### config.mk
export PLATFORM = sky130hd
export DESIGN_NAME = motor_feedback_decoder
export DESIGN_NICKNAME = d
export VERILOG_FILES = /design/src/rtl/core/mfd_pkg.sv /design/src/rtl/core/motor_feedback_decoder.sv /design/src/rtl/core/mfd_ema.sv
export SDC_FILE = /design/constraint.sdc
export NUM_CORES = 2
export LEC_CHECK = 0
export BUFFER_PORTS_ARGS = -buffer_cell sky130_fd_sc_hd__buf_2
export CAP_MARGIN = 20
export CORE_ASPECT_RATIO = 0.7
export CORE_MARGIN = 2
export CORE_UTILIZATION = 30
export DETAILED_ROUTE_END_ITERATION = 6
export PLACE_DENSITY_LB_ADDON = 0.25
export SETUP_SLACK_MARGIN = 0.3
export SLEW_MARGIN = 10
export SYNTH_ARGS = -nofsm -noshare
export SYNTH_HDL_FRONTEND = slang
export SYNTH_SLANG_ARGS = --single-unit
### constraint.sdc
create_clock -name clk -period 13.9 [get_ports clk]
set_clock_uncertainty 0.2 [all_clocks]
set_input_delay 1.39 -clock clk [delete_from_list [all_inputs] [get_ports clk]]
set_output_delay 1.39 -clock clk [all_outputs]
set_load 0.05 [all_outputs]
### src/rtl/core/mfd_pkg.sv
// ----------------------------------------------------------------------------
// mfd_pkg: shared definitions for the motor feedback decoder
// Field widths, angle scaling constants and configuration register indexes.
// ----------------------------------------------------------------------------
`default_nettype none

package mfd_pkg;

    // Input field widths
    localparam int COUNT_W = 13;
    localparam int RPM_W   = 16;
    localparam int CUR_W   = 16;
    localparam int TEMP_W  = 8;

    // Output field widths
    localparam int SINGLE_W   = 25;
    localparam int TOTAL_W    = 57;
    localparam int TURN_OUT_W = 32;
    localparam int SPEED_W    = 27;
    localparam int CURRENT_W  = 24;

    // Encoder geometry
    localparam int COUNTS_PER_TURN = 1 << COUNT_W;
    localparam int HALF_TURN       = COUNTS_PER_TURN / 2;
    localparam int DEG_PER_TURN    = 360;
    localparam int FULL_TURN_ANGLE = DEG_PER_TURN * 65536;
    localparam int COUNT_ANGLE     = FULL_TURN_ANGLE / COUNTS_PER_TURN;

    // Turn counter default width
    localparam int TURN_BITS_DEF = 32;

    // Filter weights, Q1.16
    localparam int ALPHA_W    = 17;
    localparam int ALPHA_FRAC = 16;
    localparam logic [ALPHA_W-1:0] ALPHA_RESET = ALPHA_W'(65536);

    // Scale factors of the filter targets
    localparam int RPM_TO_SPEED = 1536;
    localparam int CUR_TO_AVG   = 256;

    // Configuration register indexes
    localparam int CFG_IDX_W = 1;
    typedef enum logic [CFG_IDX_W-1:0] {
        CFG_SPEED_ALPHA   = 1'b0,
        CFG_CURRENT_ALPHA = 1'b1
    } cfg_index_t;

endpackage

`default_nettype wire

### src/rtl/core/motor_feedback_decoder.sv
// ----------------------------------------------------------------------------
// motor_feedback_decoder: encoder unwrap, angle scaling and EMA filters
// Turns one feedback frame into single-turn and multi-turn angles, a turn
// count, smoothed speed and current, and the temperature byte.
// ----------------------------------------------------------------------------
//
//  channel | handshake               | payload
//  --------+-------------------------+-------------------------------------------
//  in      | in_valid / in_stall     | encoder_count speed_rpm current_raw
//          |                         | temperature
//  out     | out_valid / out_stall   | single_angle multi_angle turn_count
//          |                         | speed_filtered current_filtered
//          |                         | temperature_out
//  cfg     | cfg_wr_en               | cfg_index cfg_data
//
//  One frame per cycle sustained while out_stall is low; a frame passes through
//  the input register, then the result register. The turn counter and both filter
//  averages update in the same cycle a frame moves to the result register; that
//  feedback loop through the filter multiplier sets the clock limit.
//  Reset clears the valid flags, turn state and filter averages, not the payload;
//  filter weights reset to 65536 (no smoothing). A stalled result holds the
//  frame in the input register; in_stall rises only when both registers are full.
// ----------------------------------------------------------------------------
`default_nettype none

module motor_feedback_decoder #(
    parameter int TURN_BITS = mfd_pkg::TURN_BITS_DEF
) (
    input  wire  logic                                   clk,
    input  wire  logic                                   rst_n,

    // Configuration write port
    input  wire  logic                                   cfg_wr_en,
    input  wire  logic        [mfd_pkg::CFG_IDX_W-1:0]   cfg_index,
    input  wire  logic        [mfd_pkg::ALPHA_W-1:0]     cfg_data,

    // Input frame
    input  wire  logic                                   in_valid,
    output logic                                         in_stall,
    input  wire  logic        [mfd_pkg::COUNT_W-1:0]     encoder_count,
    input  wire  logic signed [mfd_pkg::RPM_W-1:0]       speed_rpm,
    input  wire  logic signed [mfd_pkg::CUR_W-1:0]       current_raw,
    input  wire  logic        [mfd_pkg::TEMP_W-1:0]      temperature,

    // Result
    output logic                                         out_valid,
    input  wire  logic                                   out_stall,
    output logic              [mfd_pkg::SINGLE_W-1:0]    single_angle,
    output logic signed       [mfd_pkg::TOTAL_W-1:0]     multi_angle,
    output logic signed       [mfd_pkg::TURN_OUT_W-1:0]  turn_count,
    output logic signed       [mfd_pkg::SPEED_W-1:0]     speed_filtered,
    output logic signed       [mfd_pkg::CURRENT_W-1:0]   current_filtered,
    output logic              [mfd_pkg::TEMP_W-1:0]      temperature_out
);

    localparam int CW = mfd_pkg::COUNT_W;
    localparam int PW = TURN_BITS + CW;     // {turns, count} position width

    localparam logic signed [CW:0] HALF_POS = (CW + 1)'(mfd_pkg::HALF_TURN);
    localparam logic signed [CW:0] HALF_NEG = -HALF_POS;
    localparam logic signed [mfd_pkg::TOTAL_W-1:0] ANGLE_STEP =
        mfd_pkg::TOTAL_W'(mfd_pkg::COUNT_ANGLE);
    localparam logic [mfd_pkg::SINGLE_W-1:0] SINGLE_STEP =
        mfd_pkg::SINGLE_W'(mfd_pkg::COUNT_ANGLE);

    // Configuration registers
    logic [mfd_pkg::ALPHA_W-1:0] speed_alpha_reg;
    logic [mfd_pkg::ALPHA_W-1:0] current_alpha_reg;

    // Input register
    logic                               s0_valid_reg;
    logic                               s0_valid_next;
    logic        [CW-1:0]               s0_count_reg;
    logic signed [mfd_pkg::RPM_W-1:0]   s0_rpm_reg;
    logic signed [mfd_pkg::CUR_W-1:0]   s0_cur_reg;
    logic        [mfd_pkg::TEMP_W-1:0]  s0_temp_reg;

    // Result register and state
    logic                                   out_valid_reg;
    logic                                   out_valid_next;
    logic        [mfd_pkg::SINGLE_W-1:0]    single_reg;
    logic        [mfd_pkg::SINGLE_W-1:0]    single_next;
    logic signed [mfd_pkg::TOTAL_W-1:0]     total_reg;
    logic signed [mfd_pkg::TOTAL_W-1:0]     total_next;
    logic        [mfd_pkg::TEMP_W-1:0]      temp_reg;
    logic        [CW-1:0]                   last_count_reg;
    logic signed [TURN_BITS-1:0]            turns_reg;
    logic signed [TURN_BITS-1:0]            turns_next;

    // Datapath
    logic                                   advance;
    logic                                   in_take;
    logic signed [CW:0]                     delta;
    logic signed [PW-1:0]                   position;
    logic signed [mfd_pkg::SPEED_W-1:0]     speed_target;
    logic signed [mfd_pkg::CURRENT_W-1:0]   current_target;

    // Pipeline control
    assign advance        = s0_valid_reg && (!out_valid_reg || !out_stall);
    assign in_stall       = s0_valid_reg && !advance;
    assign in_take        = in_valid && !in_stall;
    assign s0_valid_next  = in_take || (s0_valid_reg && !advance);
    assign out_valid_next = advance || (out_valid_reg && out_stall);

    // Configuration decode
    always_ff @(posedge clk or negedge rst_n)
    begin
        if (!rst_n)
        begin
            speed_alpha_reg   <= mfd_pkg::ALPHA_RESET;
            current_alpha_reg <= mfd_pkg::ALPHA_RESET;
        end
        else if (cfg_wr_en)
        begin
            unique case (mfd_pkg::cfg_index_t'(cfg_index))
                mfd_pkg::CFG_SPEED_ALPHA:   speed_alpha_reg   <= cfg_data;
                mfd_pkg::CFG_CURRENT_ALPHA: current_alpha_reg <= cfg_data;
                default:                    ;
            endcase
        end
    end

    // Valid flags
    always_ff @(posedge clk or negedge rst_n)
    begin
        if (!rst_n)
        begin
            s0_valid_reg  <= 1'b0;
            out_valid_reg <= 1'b0;
        end
        else
        begin
            s0_valid_reg  <= s0_valid_next;
            out_valid_reg <= out_valid_next;
        end
    end

    // Input register payload
    always_ff @(posedge clk)
    begin
        if (in_take)
        begin
            s0_count_reg <= encoder_count;
            s0_rpm_reg   <= speed_rpm;
            s0_cur_reg   <= current_raw;
            s0_temp_reg  <= temperature;
        end
    end

    // Turn unwrap: a jump of more than half a turn crosses the index
    assign delta = signed'({1'b0, s0_count_reg}) - signed'({1'b0, last_count_reg});

    always_comb
    begin
        if (delta > HALF_POS)
        begin
            turns_next = turns_reg - TURN_BITS'(1);
        end
        else if (delta < HALF_NEG)
        begin
            turns_next = turns_reg + TURN_BITS'(1);
        end
        else
        begin
            turns_next = turns_reg;
        end
    end

    // Angles: total = (turns * counts_per_turn + count) * count_angle;
    // the constant multiply reduces to a few shifted adds
    assign position    = signed'({turns_next, s0_count_reg});
    assign total_next  = mfd_pkg::TOTAL_W'(mfd_pkg::TOTAL_W'(position) * ANGLE_STEP);
    assign single_next = mfd_pkg::SINGLE_W'(s0_count_reg) * SINGLE_STEP;

    // Turn state
    always_ff @(posedge clk or negedge rst_n)
    begin
        if (!rst_n)
        begin
            last_count_reg <= '0;
            turns_reg      <= '0;
        end
        else if (advance)
        begin
            last_count_reg <= s0_count_reg;
            turns_reg      <= turns_next;
        end
    end

    // Result register payload
    always_ff @(posedge clk)
    begin
        if (advance)
        begin
            single_reg <= single_next;
            total_reg  <= total_next;
            temp_reg   <= s0_temp_reg;
        end
    end

    // Filter targets: speed in 1/256 deg/s, current in 1/256 units
    assign speed_target   = mfd_pkg::SPEED_W'(s0_rpm_reg) *
                            mfd_pkg::SPEED_W'(mfd_pkg::RPM_TO_SPEED);
    assign current_target = mfd_pkg::CURRENT_W'(s0_cur_reg) *
                            mfd_pkg::CURRENT_W'(mfd_pkg::CUR_TO_AVG);

    mfd_ema #(
        .W (mfd_pkg::SPEED_W)
    ) u_speed_ema (
        .clk    (clk),
        .rst_n  (rst_n),
        .update (advance),
        .alpha  (speed_alpha_reg),
        .target (speed_target),
        .avg    (speed_filtered)
    );

    mfd_ema #(
        .W (mfd_pkg::CURRENT_W)
    ) u_current_ema (
        .clk    (clk),
        .rst_n  (rst_n),
        .update (advance),
        .alpha  (current_alpha_reg),
        .target (current_target),
        .avg    (current_filtered)
    );

    // Outputs
    assign out_valid       = out_valid_reg;
    assign single_angle    = single_reg;
    assign multi_angle     = total_reg;
    assign turn_count      = mfd_pkg::TURN_OUT_W'(turns_reg);
    assign temperature_out = temp_reg;

`ifndef NO_ASSERTIONS
    // Turn counter moves by at most one per frame
    a_turn_step: assert property (@(posedge clk) disable iff (!rst_n)
        advance |=> (turns_reg == $past(turns_reg)) ||
                    (turns_reg == $past(turns_reg) + TURN_BITS'(1)) ||
                    (turns_reg == $past(turns_reg) - TURN_BITS'(1)))
        else $error("turn counter jumped by more than one");

    // State changes only when a frame moves to the result register
    a_state_hold: assert property (@(posedge clk) disable iff (!rst_n)
        !advance |=> $stable(turns_reg) && $stable(last_count_reg) &&
                     $stable(speed_filtered) && $stable(current_filtered))
        else $error("state changed without a frame transfer");

    // Input side stalls only with a frame held in the input register
    a_stall_full: assert property (@(posedge clk) disable iff (!rst_n)
        in_stall |-> s0_valid_reg && out_valid_reg && out_stall)
        else $error("input stalled with room in the pipeline");

    // A frame moved forward is presented on the output next cycle
    a_advance_out: assert property (@(posedge clk) disable iff (!rst_n)
        advance |=> out_valid_reg)
        else $error("frame lost between input and result register");
`endif

endmodule

`default_nettype wire

### src/rtl/core/mfd_ema.sv
// ----------------------------------------------------------------------------
// mfd_ema: exponential moving average with saturation
// Holds one average; on update takes avg + floor(alpha * (target - avg) / 2^16)
// clamped to the signed range of W bits.
// ----------------------------------------------------------------------------
`default_nettype none

module mfd_ema #(
    parameter int W = mfd_pkg::SPEED_W
) (
    input  wire  logic                              clk,
    input  wire  logic                              rst_n,
    input  wire  logic                              update,
    input  wire  logic        [mfd_pkg::ALPHA_W-1:0] alpha,
    input  wire  logic signed [W-1:0]               target,
    output logic signed       [W-1:0]               avg
);

    localparam int DW = W + 1;                      // difference width
    localparam int AW = mfd_pkg::ALPHA_W + 1;       // signed weight width
    localparam int PW = DW + AW;                    // product width
    localparam int QW = PW - mfd_pkg::ALPHA_FRAC;   // shifted product width
    localparam int SW = QW + 1;                     // sum width

    localparam logic signed [SW-1:0] SAT_HI = SW'((64'sd1 <<< (W - 1)) - 64'sd1);
    localparam logic signed [SW-1:0] SAT_LO = -SAT_HI - SW'(1);

    logic signed [W-1:0]  avg_reg;
    logic signed [W-1:0]  avg_next;
    logic signed [DW-1:0] diff;
    logic signed [AW-1:0] alpha_s;
    logic signed [PW-1:0] prod;
    logic signed [QW-1:0] step;
    logic signed [SW-1:0] sum;

    // Error term and weighted step; the arithmetic shift floors toward -inf
    assign diff    = DW'(target) - DW'(avg_reg);
    assign alpha_s = signed'({1'b0, alpha});
    assign prod    = PW'(diff) * PW'(alpha_s);
    assign step    = prod[PW-1:mfd_pkg::ALPHA_FRAC];
    assign sum     = SW'(avg_reg) + SW'(step);

    // Clamp to the state range
    always_comb
    begin
        if (sum > SAT_HI)
        begin
            avg_next = SAT_HI[W-1:0];
        end
        else if (sum < SAT_LO)
        begin
            avg_next = SAT_LO[W-1:0];
        end
        else
        begin
            avg_next = sum[W-1:0];
        end
    end

    // Average register
    always_ff @(posedge clk or negedge rst_n)
    begin
        if (!rst_n)
        begin
            avg_reg <= '0;
        end
        else if (update)
        begin
            avg_reg <= avg_next;
        end
    end

    assign avg = avg_reg;

endmodule

`default_nettype wire

==> flow_summary_export.csv <==
group,metric,value,unit
status,status,"complete, no violations",
sta,finalCritPeriodShare,91.9,%
sta,final.setup.tns,0,ps
final_layout,stdcell_count,8489,
routing,wl_per_cell,18.2,µm
routing,drcViolationCount,0,
yosys,synth_cell_type_count,94,
die,die_area,0.184,mm²
yosys,syn_avg_cell_area,9.19,µm²
routing,drtIter0Drc,2296,
sta,slew_headroom,21.8,%
sta,period_needed,12770,ps
routing,firstDrtPassIters,7,
sta,worstMarginPinSlew,1170,ps
run,cap_violations,0,
final_layout,final_util,33.4,%
sta,fmax,0.0783,GHz
setup_path,path_class,"flop to flop",
routing,vias,39447,
die,io_pins,251,
yosys,synth.area.top_cells,"fa_1, ha_1, inv_1, edfxtp_1, dfrtp_1",
yosys,yosysTopAreaCell,"fa_1",
yosys,yosys_warnings,0,
placed_design,dp.cells,8418,
setup_path,crit_path_end_kind,"flop",
grt,grt.overflow.total,0,
grt,grt_util_all_layers,17.1,%
setup_path,crit_required,14170,ps
final_layout,largest_register_ff_count,51,
cts,cts-root-buf,"clkbuf_16",
die,start_util,30.2,%
setup_path,cp_max_fo,26,
setup_path,cp-start-kind,"flop",
die,die_w,512,µm
final_layout,final_cell_mix,"inv_1, fa_1, nand2_1, ha_1, and2_1",
yosys,postSynthCellCount,5904,
final_layout,final_common_cell,"inv_1",
cts,cts.path.max_buffers,3,
yosys,netlist_area,0.0543,mm²
grt,grt_pass1_vias,41605,
cts,numCtsBuffers,36,
sta,hold_viol,0,
cts,cts.htree.levels,2,
routing,antenna_left,0,
grt,grt_first_pass_wirelength,247000,µm
setup_path,cpMaxStageDelayCell,"o311ai_1",
cts,clk_pin_slew,60,ps
placed_design,numPortBuffers,238,
setup_path,arrival,13050,ps
setup_path,cp_common_cell,"fa_1",
die,fp.coreArea,0.180,mm²
grt,grt_max_degree,63,
final_layout,nets,7662,
sta,rsz0062_at_grt,"no",
placed_design,hpwlAfterDp,126000,µm
final_layout,ff_latch_area,0.00715,mm²
cts,cts.sinks,260,
yosys,synth.top_cell.area_share,35.9,%
cts,cts_tree,"built",
yosys,synth-seq-area-share,13.2,%
yosys,synthFlopType,"dfrtp_1",
final_layout,layout.filler_cells,18659,
final_layout,areaGrowthSynthToFinish,10.5,%
sta,maxSlewViolCount,0,
min_path,hp-class,"flop to flop",
routing,viasPerCell,4.65,
placed_design,place.gp.congestion,0.853,
sta,setup_viol,0,
cts,clock_latency,630,ps
yosys,async_reset_ff_share,50.8,%
routing,wl,154000,µm
final_layout,multi_input_area,0.0414,mm²
yosys,synth_seq_cells,260,
die,row_count,130,
grt,antenna_found_initial,4,
die,die_y,360,µm
yosys,synth_edf_count,128,
final_layout,drive_gt1_share,8.39,%
setup_path,max_stage_delay,650,ps
[path summary, 6_finish.rpt]
path / endpoint / slack [ps] / from / cells past startpoint
worst min register to register: temperature_out[6]$_DFFE_PP_ / 220 / s0_temp_reg[6]$_DFFE_PP_ / 0
worst max-delay path: u_speed_ema.avg[13]$_DFFE_PN0P_ / 1130 / s0_rpm_reg[1]$_DFFE_PP_ / 45
worst max register to register: u_speed_ema.avg[13]$_DFFE_PN0P_ / 1130 / s0_rpm_reg[1]$_DFFE_PP_ / 45
min in group asynchronous: turn_count[5]$_DFFE_PN0P_ / 520 / rst_n / 1
worst min-delay path: temperature_out[6]$_DFFE_PP_ / 220 / s0_temp_reg[6]$_DFFE_PP_ / 0
max in group asynchronous: current_alpha_reg[6]$_DFFE_PN0P_ / 11700 / rst_n / 2
[through the flow]
stage	hold slack (ps)	setup WS, ps	cell area (µm²)
floorplan	200	1790	54300
global placement	202	752	58500
detailed placement	208	638	58500
CTS	223	563	59700
global route	236	350	59900
finish	221	1130	59900
[synth_stat cells, types with 27 or more instances]
cell type	count
nor3_1	41
xnor2_1	201
o21a_1	33
edfxtp_1	128
o21ai_0	111
nand2_1	685
nand4_1	29
dfrtp_1	130
fa_1	974
mux2_2	36
ha_1	529
a21oi_1	196
nor2b_1	32
nand2b_1	27
and2_1	396
o21bai_1	33
clkbuf_1	184
xor2_1	93
o211ai_1	35
a21o_1	85
nand3_1	91
nor2_1	157
inv_1	1369
[critical path, delay by kind of cell (launching register included)]
kind            cells  cell delay, ps
simple gates        6             880
compound gates     17            4180
buf+inv             6             820
fa+ha+maj          12            5000
xor+xnor            4            1090
flops               1             410
[repair_timing]
item	4_1_cts	5_1_grt
hold buffers	0	0
endpoints found under the setup margin	0	49
resized for setup	0	30
buffers inserted	0	1
[logic make-up (layout without fill, tap and decap cells)]
kind of cell | after synthesis | in the layout | synth area share [%]
buf+inv | 1585 | 1781 | 11.1
simple gates | 1557 | 1557 | 14.0
xor+xnor | 295 | 295 | 4.78
flops | 260 | 260 | 13.2
mux | 42 | 42 | 0.865
other cells | 1 | 14 | 0.00691
fa+ha+maj | 1503 | 1503 | 48.1
compound gates | 661 | 661 | 7.95
[area by class of cell]
cell class,instances,area share [%]
Antenna cell,2,0.00835
Timing Repair Buffer,344,3.36
Sequential cell,260,11.9
Multi-Input combinational cell,4070,69.0
Inverter,1371,8.59
Clock inverter,19,0.480
Clock buffer,47,1.64
Tap cell,2376,4.96
[per-layer routing]
layer  global-route usage, %  up-vias  wire (µm)
li1                        -    18548          -
met5                       0        -          0
met2                    26.1      865      66500
met3                    2.62       95       8520
met1                    26.0    19939      77600
met4                    2.37        0       1930
Power is left out: the tool's default activity adds up to more than one toggle a clock period on the data nets, which glitch-free logic cannot reach.
